$ cat src/scha_pkg.sv
// shared types, codes and helpers of the size class heap allocator
// used by scha_front, scha_back and the top level; depends on nothing
package scha_pkg;

    // request opcodes
    localparam logic [1:0] OP_ALLOC = 2'd0;
    localparam logic [1:0] OP_FREE  = 2'd1;
    localparam logic [1:0] OP_CHECK = 2'd2;

    // result status codes
    localparam logic [2:0] ST_OK          = 3'd0;
    localparam logic [2:0] ST_TOO_SMALL   = 3'd1;
    localparam logic [2:0] ST_TOO_LARGE   = 3'd2;
    localparam logic [2:0] ST_NO_MEM      = 3'd3;
    localparam logic [2:0] ST_MISMATCH    = 3'd4;
    localparam logic [2:0] ST_DOUBLE_FREE = 3'd5;

    // configuration register indexes
    localparam logic CFG_LEFTOVER    = 1'b0;
    localparam logic CFG_BLOCK_WORDS = 1'b1;

    // tag word flags
    localparam logic [7:0] FL_ALLOC = 8'h01;
    localparam logic [7:0] FL_RIGHT = 8'h02;
    localparam logic [7:0] FL_LEFT  = 8'h04;

    localparam int unsigned MIN_OBJECT  = 4;
    localparam int unsigned TAG_SIZE_W  = 24;
    localparam int unsigned WORD_W      = 32;
    localparam int unsigned OBJ_WORDS_W = 13;
    localparam int unsigned ADDR_W      = 16;

    // classified request kinds
    typedef enum logic [2:0] {
        K_NOP   = 3'd0,
        K_ALLOC = 3'd1,
        K_FREE  = 3'd2,
        K_CHECK = 3'd3,
        K_SMALL = 3'd4,
        K_LARGE = 3'd5
    } cmd_kind_t;

    typedef struct packed {
        cmd_kind_t              kind;
        logic [OBJ_WORDS_W-1:0] n;      // total words incl. both tags
        logic [ADDR_W-1:0]      addr;
    } cmd_t;

    function automatic logic [WORD_W-1:0] make_tag(input logic [TAG_SIZE_W-1:0] size,
                                                   input logic [7:0] flags);
        return {size, flags};
    endfunction

endpackage

$ cat src/scha_front.sv
// front end: takes requests, classifies them, holds them in a two entry queue
// depends on scha_pkg
module scha_front #(
    parameter int BUCKETS = 256
) (
    input  logic                aclk,
    input  logic                aresetn,
    input  logic                s_valid,
    output logic                s_ready,
    input  logic [1:0]          s_opcode,
    input  logic [11:0]         s_payload_words,
    input  logic [15:0]         s_object_address,
    output logic                cmd_valid,
    input  logic                cmd_ready,
    output scha_pkg::cmd_t      cmd
);
    import scha_pkg::*;

    cmd_t       q_reg [2];
    logic       wr_ptr_reg, wr_ptr_next;
    logic       rd_ptr_reg, rd_ptr_next;
    logic [1:0] count_reg, count_next;
    cmd_t       in_cmd;
    logic       push, pop;

    // classify
    always_comb begin
        in_cmd.n    = OBJ_WORDS_W'(s_payload_words) + OBJ_WORDS_W'(2);
        in_cmd.addr = s_object_address;
        case (s_opcode)
            OP_ALLOC: begin
                if (in_cmd.n >= OBJ_WORDS_W'(BUCKETS)) begin
                    in_cmd.kind = K_LARGE;
                end else if (in_cmd.n < OBJ_WORDS_W'(MIN_OBJECT)) begin
                    in_cmd.kind = K_SMALL;
                end else begin
                    in_cmd.kind = K_ALLOC;
                end
            end
            OP_FREE:  in_cmd.kind = K_FREE;
            OP_CHECK: in_cmd.kind = K_CHECK;
            default:  in_cmd.kind = K_NOP;
        endcase
    end

    assign s_ready   = (count_reg != 2'd2);
    assign cmd_valid = (count_reg != 2'd0);
    assign cmd       = q_reg[rd_ptr_reg];
    assign push      = s_valid && s_ready;
    assign pop       = cmd_valid && cmd_ready;

    always_comb begin
        wr_ptr_next = push ? ~wr_ptr_reg : wr_ptr_reg;
        rd_ptr_next = pop ? ~rd_ptr_reg : rd_ptr_reg;
        count_next  = count_reg + 2'(push) - 2'(pop);
    end

    always_ff @(posedge aclk) begin
        if (!aresetn) begin
            wr_ptr_reg <= 1'b0;
            rd_ptr_reg <= 1'b0;
            count_reg  <= 2'd0;
        end else begin
            wr_ptr_reg <= wr_ptr_next;
            rd_ptr_reg <= rd_ptr_next;
            count_reg  <= count_next;
        end
        if (push) begin
            q_reg[wr_ptr_reg] <= in_cmd;
        end
    end
endmodule

$ cat config.mk
export PLATFORM = sky130hd
export DESIGN_NAME = scha_front
export DESIGN_NICKNAME = d
export VERILOG_FILES = /design/src/scha_pkg.sv /design/src/scha_front.sv
export SDC_FILE = /design/constraint.sdc
export NUM_CORES = 1
export LEC_CHECK = 0
export BUFFER_PORTS_ARGS = -buffer_cell sky130_fd_sc_hd__buf_4
export CAP_MARGIN = 10
export CORE_ASPECT_RATIO = 0.6
export CORE_UTILIZATION = 32
export CTS_CLUSTER_DIAMETER = 80
export CTS_CLUSTER_SIZE = 14
export DETAILED_ROUTE_END_ITERATION = 10
export SETUP_SLACK_MARGIN = 0.5
export SYNTH_ARGS = -nofsm -noshare
export SYNTH_HDL_FRONTEND = slang
export SYNTH_SLANG_ARGS = --single-unit
$ cat constraint.sdc
create_clock -name aclk -period 2.2 [get_ports aclk]
set_input_delay 0 -clock aclk [delete_from_list [all_inputs] [get_ports aclk]]
set_output_delay 0 -clock aclk [all_outputs]
set_load 0.02 [all_outputs]
### Word-level counts from Yosys, hierarchy flattened

Memories as Yosys holds them, arrays and structs flattened. A register that Yosys moved wholly into a read port is not among the register bits.
Index checks and enable logic that the tools add are counted.

| operators by class | value |
|---|---|
| add/sub/neg operators | 3 |
| magnitude comparators | 2 |
| equality and inequality tests | 3 |
| mux-type cells | 7 |
| bitwise operators | 2 |
| reduce and logical (&&, ||, !) cells | 4 |

Operators by type and width:

| kind | number |
|---|---|
| $add 12x2->13 const B | 1 |
| $ge 13x9->1 const B | 1 |
| $lt 13x3->1 const B | 1 |
| $pmux 3 s3 | 1 |
| $mux 3 | 2 |
| $mux 1 | 4 |
| $add 2x1->2 | 1 |
| $eq 2x1->1 const B | 1 |
| $eq 2x2->1 const B | 1 |
| $logic_and 1x1->1 | 2 |
| $logic_not 2->1 | 1 |
| $ne 2x2->1 const B | 1 |
| $not 1->1 | 2 |
| $reduce_bool 2->1 | 1 |
| $sub 2x1->2 | 1 |

| word-level totals | value |
|---|---|
| register bits | 4 |
| memory bits (writable) | 64 |
| input port bits | 34 |
| logic and storage cells | 25 |
| memories kept | 1 |

Memory list:

| memory | words | bits a word | read ports | clocked after memory_dff | wr ports | RTL line | source |
|---|---|---|---|---|---|---|---|
| q_reg | 2 | 32 | 1 | 1 | 1 | scha_front.sv:19 | `cmd_t q_reg [2];` |

### Depth between registers and ports, before layout

Gate-level depths: netlist of the first run.

| logic depth | value |
|---|---|
| depth after elaboration | 5 |
| mapped depth | 8 |
| mapped depth without buffers | 8 |

### Worst setup path before layout of the first run

OpenSTA, ideal clock, no wires.

| timing | value |
|---|---|
| path kind | register to register |
| start | register count_reg[0] |
| end | memory q_reg[0][0] in the netlist's numbering (enable) |
| arrival | 2.089 ns |
| data required time | 1.778 ns |
| slack | -0.311 ns |
| cell stages (with the launch flop) | 4 |
| buffers on the path | 0 |
| path through | dfxtp_1 -> nand2b_1 -> nand2_1 -> nor2_1 |

| between the ends | value |
|---|---|
| word-level cells in the longest chain between the ends | 4 |

RTL lines:

| what | RTL line | source |
|---|---|---|
| start, declared | scha_front.sv:22 | `logic [1:0] count_reg, count_next;` |
| start signal, assigned | scha_front.sv:66 | `count_reg <= count_next;` |
| $ne 2x2->1 | scha_front.sv:46 | `assign s_ready = (count_reg != 2'd2);` |
| named net s_ready | scha_front.sv:9 | `output logic s_ready,` |
| $logic_and 1x1->1 | scha_front.sv:49 | `assign push = s_valid && s_ready;` |
| $mux 1 | scha_front.sv:68 | `if (push) begin` |
| $mux 1 (implied by the code) | scha_front.sv:69 | `q_reg[wr_ptr_reg] <= in_cmd;` |
| end, declared | scha_front.sv:19 |  |

The timed path passes the listed nets, and every way through them passes these cells.

### Worst setup path after layout of the first run

| timing | value |
|---|---|
| start | register count_reg[1] |
| end | register count_reg[1] |

| between the ends | value |
|---|---|
| elaborated cells between the ends (all ways) | 6 |

RTL lines:

| what | RTL line | source |
|---|---|---|
| $reduce_bool 2->1 | scha_front.sv:47 | `assign cmd_valid = (count_reg != 2'd0);` |
| $logic_and 1x1->1 | scha_front.sv:50 | `assign pop = cmd_valid && cmd_ready;` |
| named net pop | scha_front.sv:24 | `logic push, pop;` |
| $sub 2x1->2 | scha_front.sv:55 | `count_next = count_reg + 2'(push) - 2'(pop);` |

The timed path passes the listed nets, and every way through them passes these cells.
A chain may end at the register's enable or synchronous reset.

==> results of run 1 <==
==> area by class of cell <==
cell class                 instances  area [µm²]
sequential                        69        2020
timing repair buffer              93         771
clock inverter                     6        30.0
tap                              112         140
inverter                           6        22.5
fill                             768        4540
multi-input combinational         91         861
clock buffer                      10         229
==> routing by layer <==
| metal | track usage (%) | up-vias |
|---|---|---|
| met2 | 17.7 | 57 |
| met1 | 17.5 | 793 |
| met3 | 5.76 | 7 |
| met4 | 5.62 | 0 |
| met5 | 0 | - |
| li1 | - | 836 |
==> cell usage in the layout, fill, tap and decap left out, drive strengths merged <==
cell / n
inv: 6
xor2: 4
and3: 3
ha: 5
clkbuf: 10
o21ai: 2
xnor2: 8
dlygate4sd3: 19
o21a: 1
dfxtp: 5
clkinv: 5
nand3: 4
o21ba: 1
mux2: 33
clkinvlp: 1
o311a: 1
buf: 74
nand3b: 1
nand4: 1
nor3: 2
or3: 1
nor2b: 2
nand2: 6
edfxtp: 64
nor3b: 1
or2: 2
a221oi: 1
and2: 4
nand2b: 1
a21oi: 2
nor2: 5
==> worst max-delay path by stage <==
stage,endpoint,slack (ns)
finish,count_reg[1],0.54
global route,count_reg[1],0.50
CTS,count_reg[1],0.50
detailed placement,count_reg[1],0.51
global placement,count_reg[1],0.53
floorplan,count_reg[1],0.51
==> critical path: stages (launching register included) <==
cell and delay [ns]:
dfxtp_2 0.33, or2_4 0.24, and2_4 0.17, ha_4 0.26, inv_2 0.04, ha_4 0.15, xnor2_2 0.13, xnor2_1 0.12
and2_1 0.13
==> logic make-up after synthesis <==
group / share of synthesized area (%)
fa+ha+maj: 2.18
mux: 12.9
simple gates: 7.01
flops: 70.3
xor+xnor: 4.18
buf+inv: 1.44
compound gates: 1.96
==> report_power, final <==
group	internal, mW	switching (mW)	leakage (nW)	total [mW]
logic	0.661	0.680	0.769	1.34
registers	1.64	0.0481	0.641	1.69
clock network	0.746	0.488	0.127	1.23
==> metrics by stage <==
stage | power [mW] | instance area [µm²] | hold slack (ns) | util (%)
finish | 4.27 | 4080 | 0.0141 | 47.3
global route | 4.49 | 4080 | 0.0187 | 47.3
CTS | 4.25 | 4020 | 0.00383 | 46.6
detailed placement | 2.97 | 3570 | 0.188 | 41.4
global placement | 2.96 | 3570 | 0.185 | 41.4
floorplan | 2.46 | 2890 | 0.0989 | -
==> what timing repair did <==
action,in CTS,in global routing
pin swaps,0,5
setup endpoints to repair,1,1
cloned,0,0
hold buffers,19,0
endpoints found under the hold margin,41,0
resized for setup,1,6
setup buffers,0,3
==> results.cfg, run 1 <==
[yosys]
ys_seq_elements = 69
syn_area_mm2 = 0.00288
postSynthCellCount = 170
synth_edf_count = 64
synthTopCellsByArea = edfxtp_1 (67%), mux2_2 (12%), dfxtp_1 (3.5%), xnor2_1 (2.4%), ha_1 (2.2%)
synth_common_cells = edfxtp_1 (64), mux2_2 (30), xnor2_1 (8)
avgSynthCellArea_um2 = 16.9
yosysSeqAreaShare_pct = 70.3
yosysWarnings = 0
synthFlopType = edfxtp_1
synthesis.nets = 209
synth-async-reset-ratio_pct = 0
synth_largest_area_cell = edfxtp_1
ys_types = 36
yosysMostFrequentCell = edfxtp_1
synth_top_area_share_pct = 66.8

[grt]
grt_use_total_pct = 12.9
grt_pass1_wl_um = 8560
grt_overflow_total = 0
grt_pass1_vias = 1605
antenna_found_initial = 0
grt_max_degree = 27

[placed_design]
placedCellCount = 349
hpwlAfterDp_um = 3620
numPortBuffers = 67
gp_congestion = 0.740
place_ws_ns = 0.506

[timing]
slew_headroom_pct = 71.9
fin_setup_tns_ns = 0
hold_viol = 0
fmax_ghz = 0.604
fin_crit_sh_pct = 75.3
drv_slew = 0
rsz0062_at_grt = false
skew_ns = 0.00633
setup_viol = 0
min_period_ns = 1.66
setup_ws_ns = 0.544
tightest_slew_ns = 0.422

[cells_and_area]
instances_no_fill = 387
area_growth_pct = 41.8
diodes = 0
largest_reg_flops = 64
nets = 309
drive_above_1_share_pct = 50.2

[hold_path]
worstHoldEndpoint = q_reg[1][26]
hold_start = s_payload_words[10]
hold_depth = 2
hp-class = primary input to flop

[clock_network]
cts_root_buffer = clkbuf_16
clock_latency_ns = 0.33
cts_buffers = 9
cts_max_level = 3
cts.clk_slew.worst_paths_ns = 0.05
cts_tree = yes
cts_buffer_depth = 2
clock_sinks = 69

[setup_path]
cp-startpoint = count_reg[1]
cp_max_fo = 3
worstReg2RegStart = count_reg[1]
worstRegToRegCells = 8
arrival_ns = 1.88
critPathRequiredTime_ns = 2.42
worst_r2r_endpoint = count_reg[1]
cp-end-kind = flop
startpoint_type = flop
critPathKind = flop to flop
reg2reg_slack_ns = 0.54

[route]
drt_first_pass_iters = 4
met1_length_um = 2770
met3_wirelength_um = 366
avgRoutedWirePerCell_um = 14.1
drt_wl_total_um = 5440
drtIter0Drc = 37
wl_met2_um = 2240
drc = 0
maxUsedRoutingLayer = met4
vias = 1693
antenna_left = 0
via_per_inst = 4.37

[floorplan]
die-area_mm2 = 0.00938
die_w_um = 124
num_rows = 26
die_h_um = 75.4
initial_core_util_pct = 33.4
core_mm2 = 0.00862
ios = 68

[power_and_ir_drop]
peakVddDrop_mv = 0.385
power_leakage_nw = 1.54
power_density_mw_per_mm2 = 1050

[outcome]
run_status = completed

[job]
drv_cap = 0
No activity file was read; power rests on OpenSTA's default activity.
==> run 2, diff against run 1 <==
Clock period 2.2 ns to 1.59 ns, I/O delays scaled along.
==> run 2 against run 1 <==
  * The run now ends with negative setup slack left
  * Utilization increased by 12 points
  * Via count increased by 13%
  * Worst hold slack improved by 0.0014 ns
  * Sequential power increased by 40%
  * Critical path type unchanged
  * Critical path depth unchanged
  * Worst setup slack got worse by 0.56 ns
  * Count of clock-buffer cells in the layout decreased by 1
  * First-iteration DRC count increased by 86%
  * Wire length increased by 23%
  * Clock power increased by 81%
==> results.cfg, run 2 (same netlist as run 1, synthesis figures left out) <==
[outcome]
run_status = complete, but fails checks
violations = negative setup slack

[grt]
grt_overflow_total = 0
grt_max_degree = 13
antenna_found_initial = 0
grt_pass1_wl_um = 10500
grt_pass1_vias = 1923
grt_use_total_pct = 15.7

[cells_and_area]
stdcell_area_mm2 = 0.00512
drive_above_1_share_pct = 59.5
area_growth_pct = 78.1
instances_no_fill = 423
final_cell_mix = edfxtp_1 (64), buf_6 (48), buf_4 (42)
fill_cells = 650
nets = 345
utilization_pct = 59.4
layout_commonest_cell = edfxtp_1
diodes = 0
largest_reg_flops = 64

[power_and_ir_drop]
power_leakage_nw = 2.04
power_density_mw_per_mm2 = 1530
peakVddDrop_mv = 0.560
finalPower_mw = 7.84

[placed_design]
hpwlAfterDp_um = 3480
gp_congestion = 0.743
numPortBuffers = 67
place_ws_ns = -0.0552
dpl_cell_area_mm2 = 0.00367
placedCellCount = 352

[route]
drc = 0
wl_met2_um = 2910
vias = 1906
drtIter0Drc = 69
met1_length_um = 3340
met3_wirelength_um = 354
drt_first_pass_iters = 4
maxUsedRoutingLayer = met4
via_per_inst = 4.51
antenna_left = 0
avgRoutedWirePerCell_um = 15.9
drt_wl_total_um = 6720

[timing]
setup_viol = 10
hold_viol = 0
rsz0062_at_grt = true
fin_crit_sh_pct = 101
fin_setup_tns_ns = -0.114
slew_headroom_pct = 84.2
tightest_slew_ns = 0.235
fmax_ghz = 0.621
min_period_ns = 1.61
drv_slew = 0
skew_ns = 0.00896
whs_ns = 0.0155
setup_ws_ns = -0.0210

[setup_path]
worstReg2RegStart = count_reg[1]
cp_max_fo = 2
worstRegToRegCells = 8
reg2reg_slack_ns = -0.02
critPathKind = flop to flop
cp-end-kind = flop
startpoint_type = flop
arrival_ns = 1.83
critPathRequiredTime_ns = 1.81
worst_r2r_endpoint = count_reg[1]

[floorplan]
die_h_um = 75.4
die-area_mm2 = 0.00938
die_w_um = 124
initial_core_util_pct = 33.4
ios = 68
core_mm2 = 0.00862
num_rows = 26

[hold_path]
worstHoldEndpoint = q_reg[1][18]
hold_start = s_payload_words[2]
hp-class = primary input to flop
hold_depth = 2

[clock_network]
cts_max_level = 3
cts_tree = yes
clock_sinks = 69
cts_buffers = 9
cts.clk_slew.worst_paths_ns = 0.06
clock_latency_ns = 0.33
cts_buffer_depth = 2
cts_root_buffer = clkbuf_16

[job]
drv_cap = 0
==> run 2: cell count changes in the layout (fill, tap and decap cells not counted), moves of 6 or more <==
cell and change:
buf_16 +11, buf_4 -30, mux2_4 +33, mux2_2 -30, buf_12 +6, buf_6 +48
==> run 2: where the power goes <==
group,switching [mW],internal [mW]
registers,0.0954,2.28
clock network,0.708,1.52
logic,1.27,1.97
total,2.07,5.77
==> run 2: worst max-delay path by stage <==
stage	slack (ns)	cells after the start	start	to
2_1_floorplan	-0.07	8	count_reg[0]	count_reg[1]
3_3_place_gp	-0.04	8	count_reg[0]	count_reg[1]
3_5_place_dp	-0.06	8	count_reg[0]	count_reg[1]
4_1_cts	-0.04	8	count_reg[1]	count_reg[1]
5_1_grt	-0.08	10	count_reg[1]	count_reg[1]
6_report	-0.02	8	count_reg[1]	count_reg[1]
==> run 2: cell type report <==
cell class | instances | area, µm² | share of cell area (%)
flip-flops and latches | 69 | 2030 | 39.6
repair buffers | 129 | 1520 | 29.7
multi-input cells | 91 | 1070 | 20.9
clock buffers | 9 | 225 | 4.40
well taps | 112 | 140 | 2.74
clock inverters | 7 | 114 | 2.22
inverters | 6 | 22.5 | 0.440
==> run 2: worst max-delay path, cell delays in order, from the launching register on <==
cell and delay (ns):
dfxtp_2 0.31, or2_4 0.24, and2_4 0.15, ha_4 0.26
inv_2 0.03, ha_4 0.15, xnor2_2 0.12, xnor2_1 0.11
and2_1 0.12
==> run 2: metal layers <==
| layer | up-vias | global-route usage [%] |
|---|---|---|
| met1 | 918 | 21.6 |
| met3 | 11 | 4.92 |
| met4 | 0 | 7.23 |
| met5 | - | 0 |
| li1 | 917 | - |
| met2 | 60 | 23.0 |
==> run 2: timing repair <==
action | CTS | global route
buffers inserted | 19 | 5
setup endpoints to repair | 103 | 106
endpoints found under the hold margin | 43 | 0
resized for setup | 99 | 6
pin swaps | 12 | 5
cloned | 11 | 0
hold buffers | 20 | 0
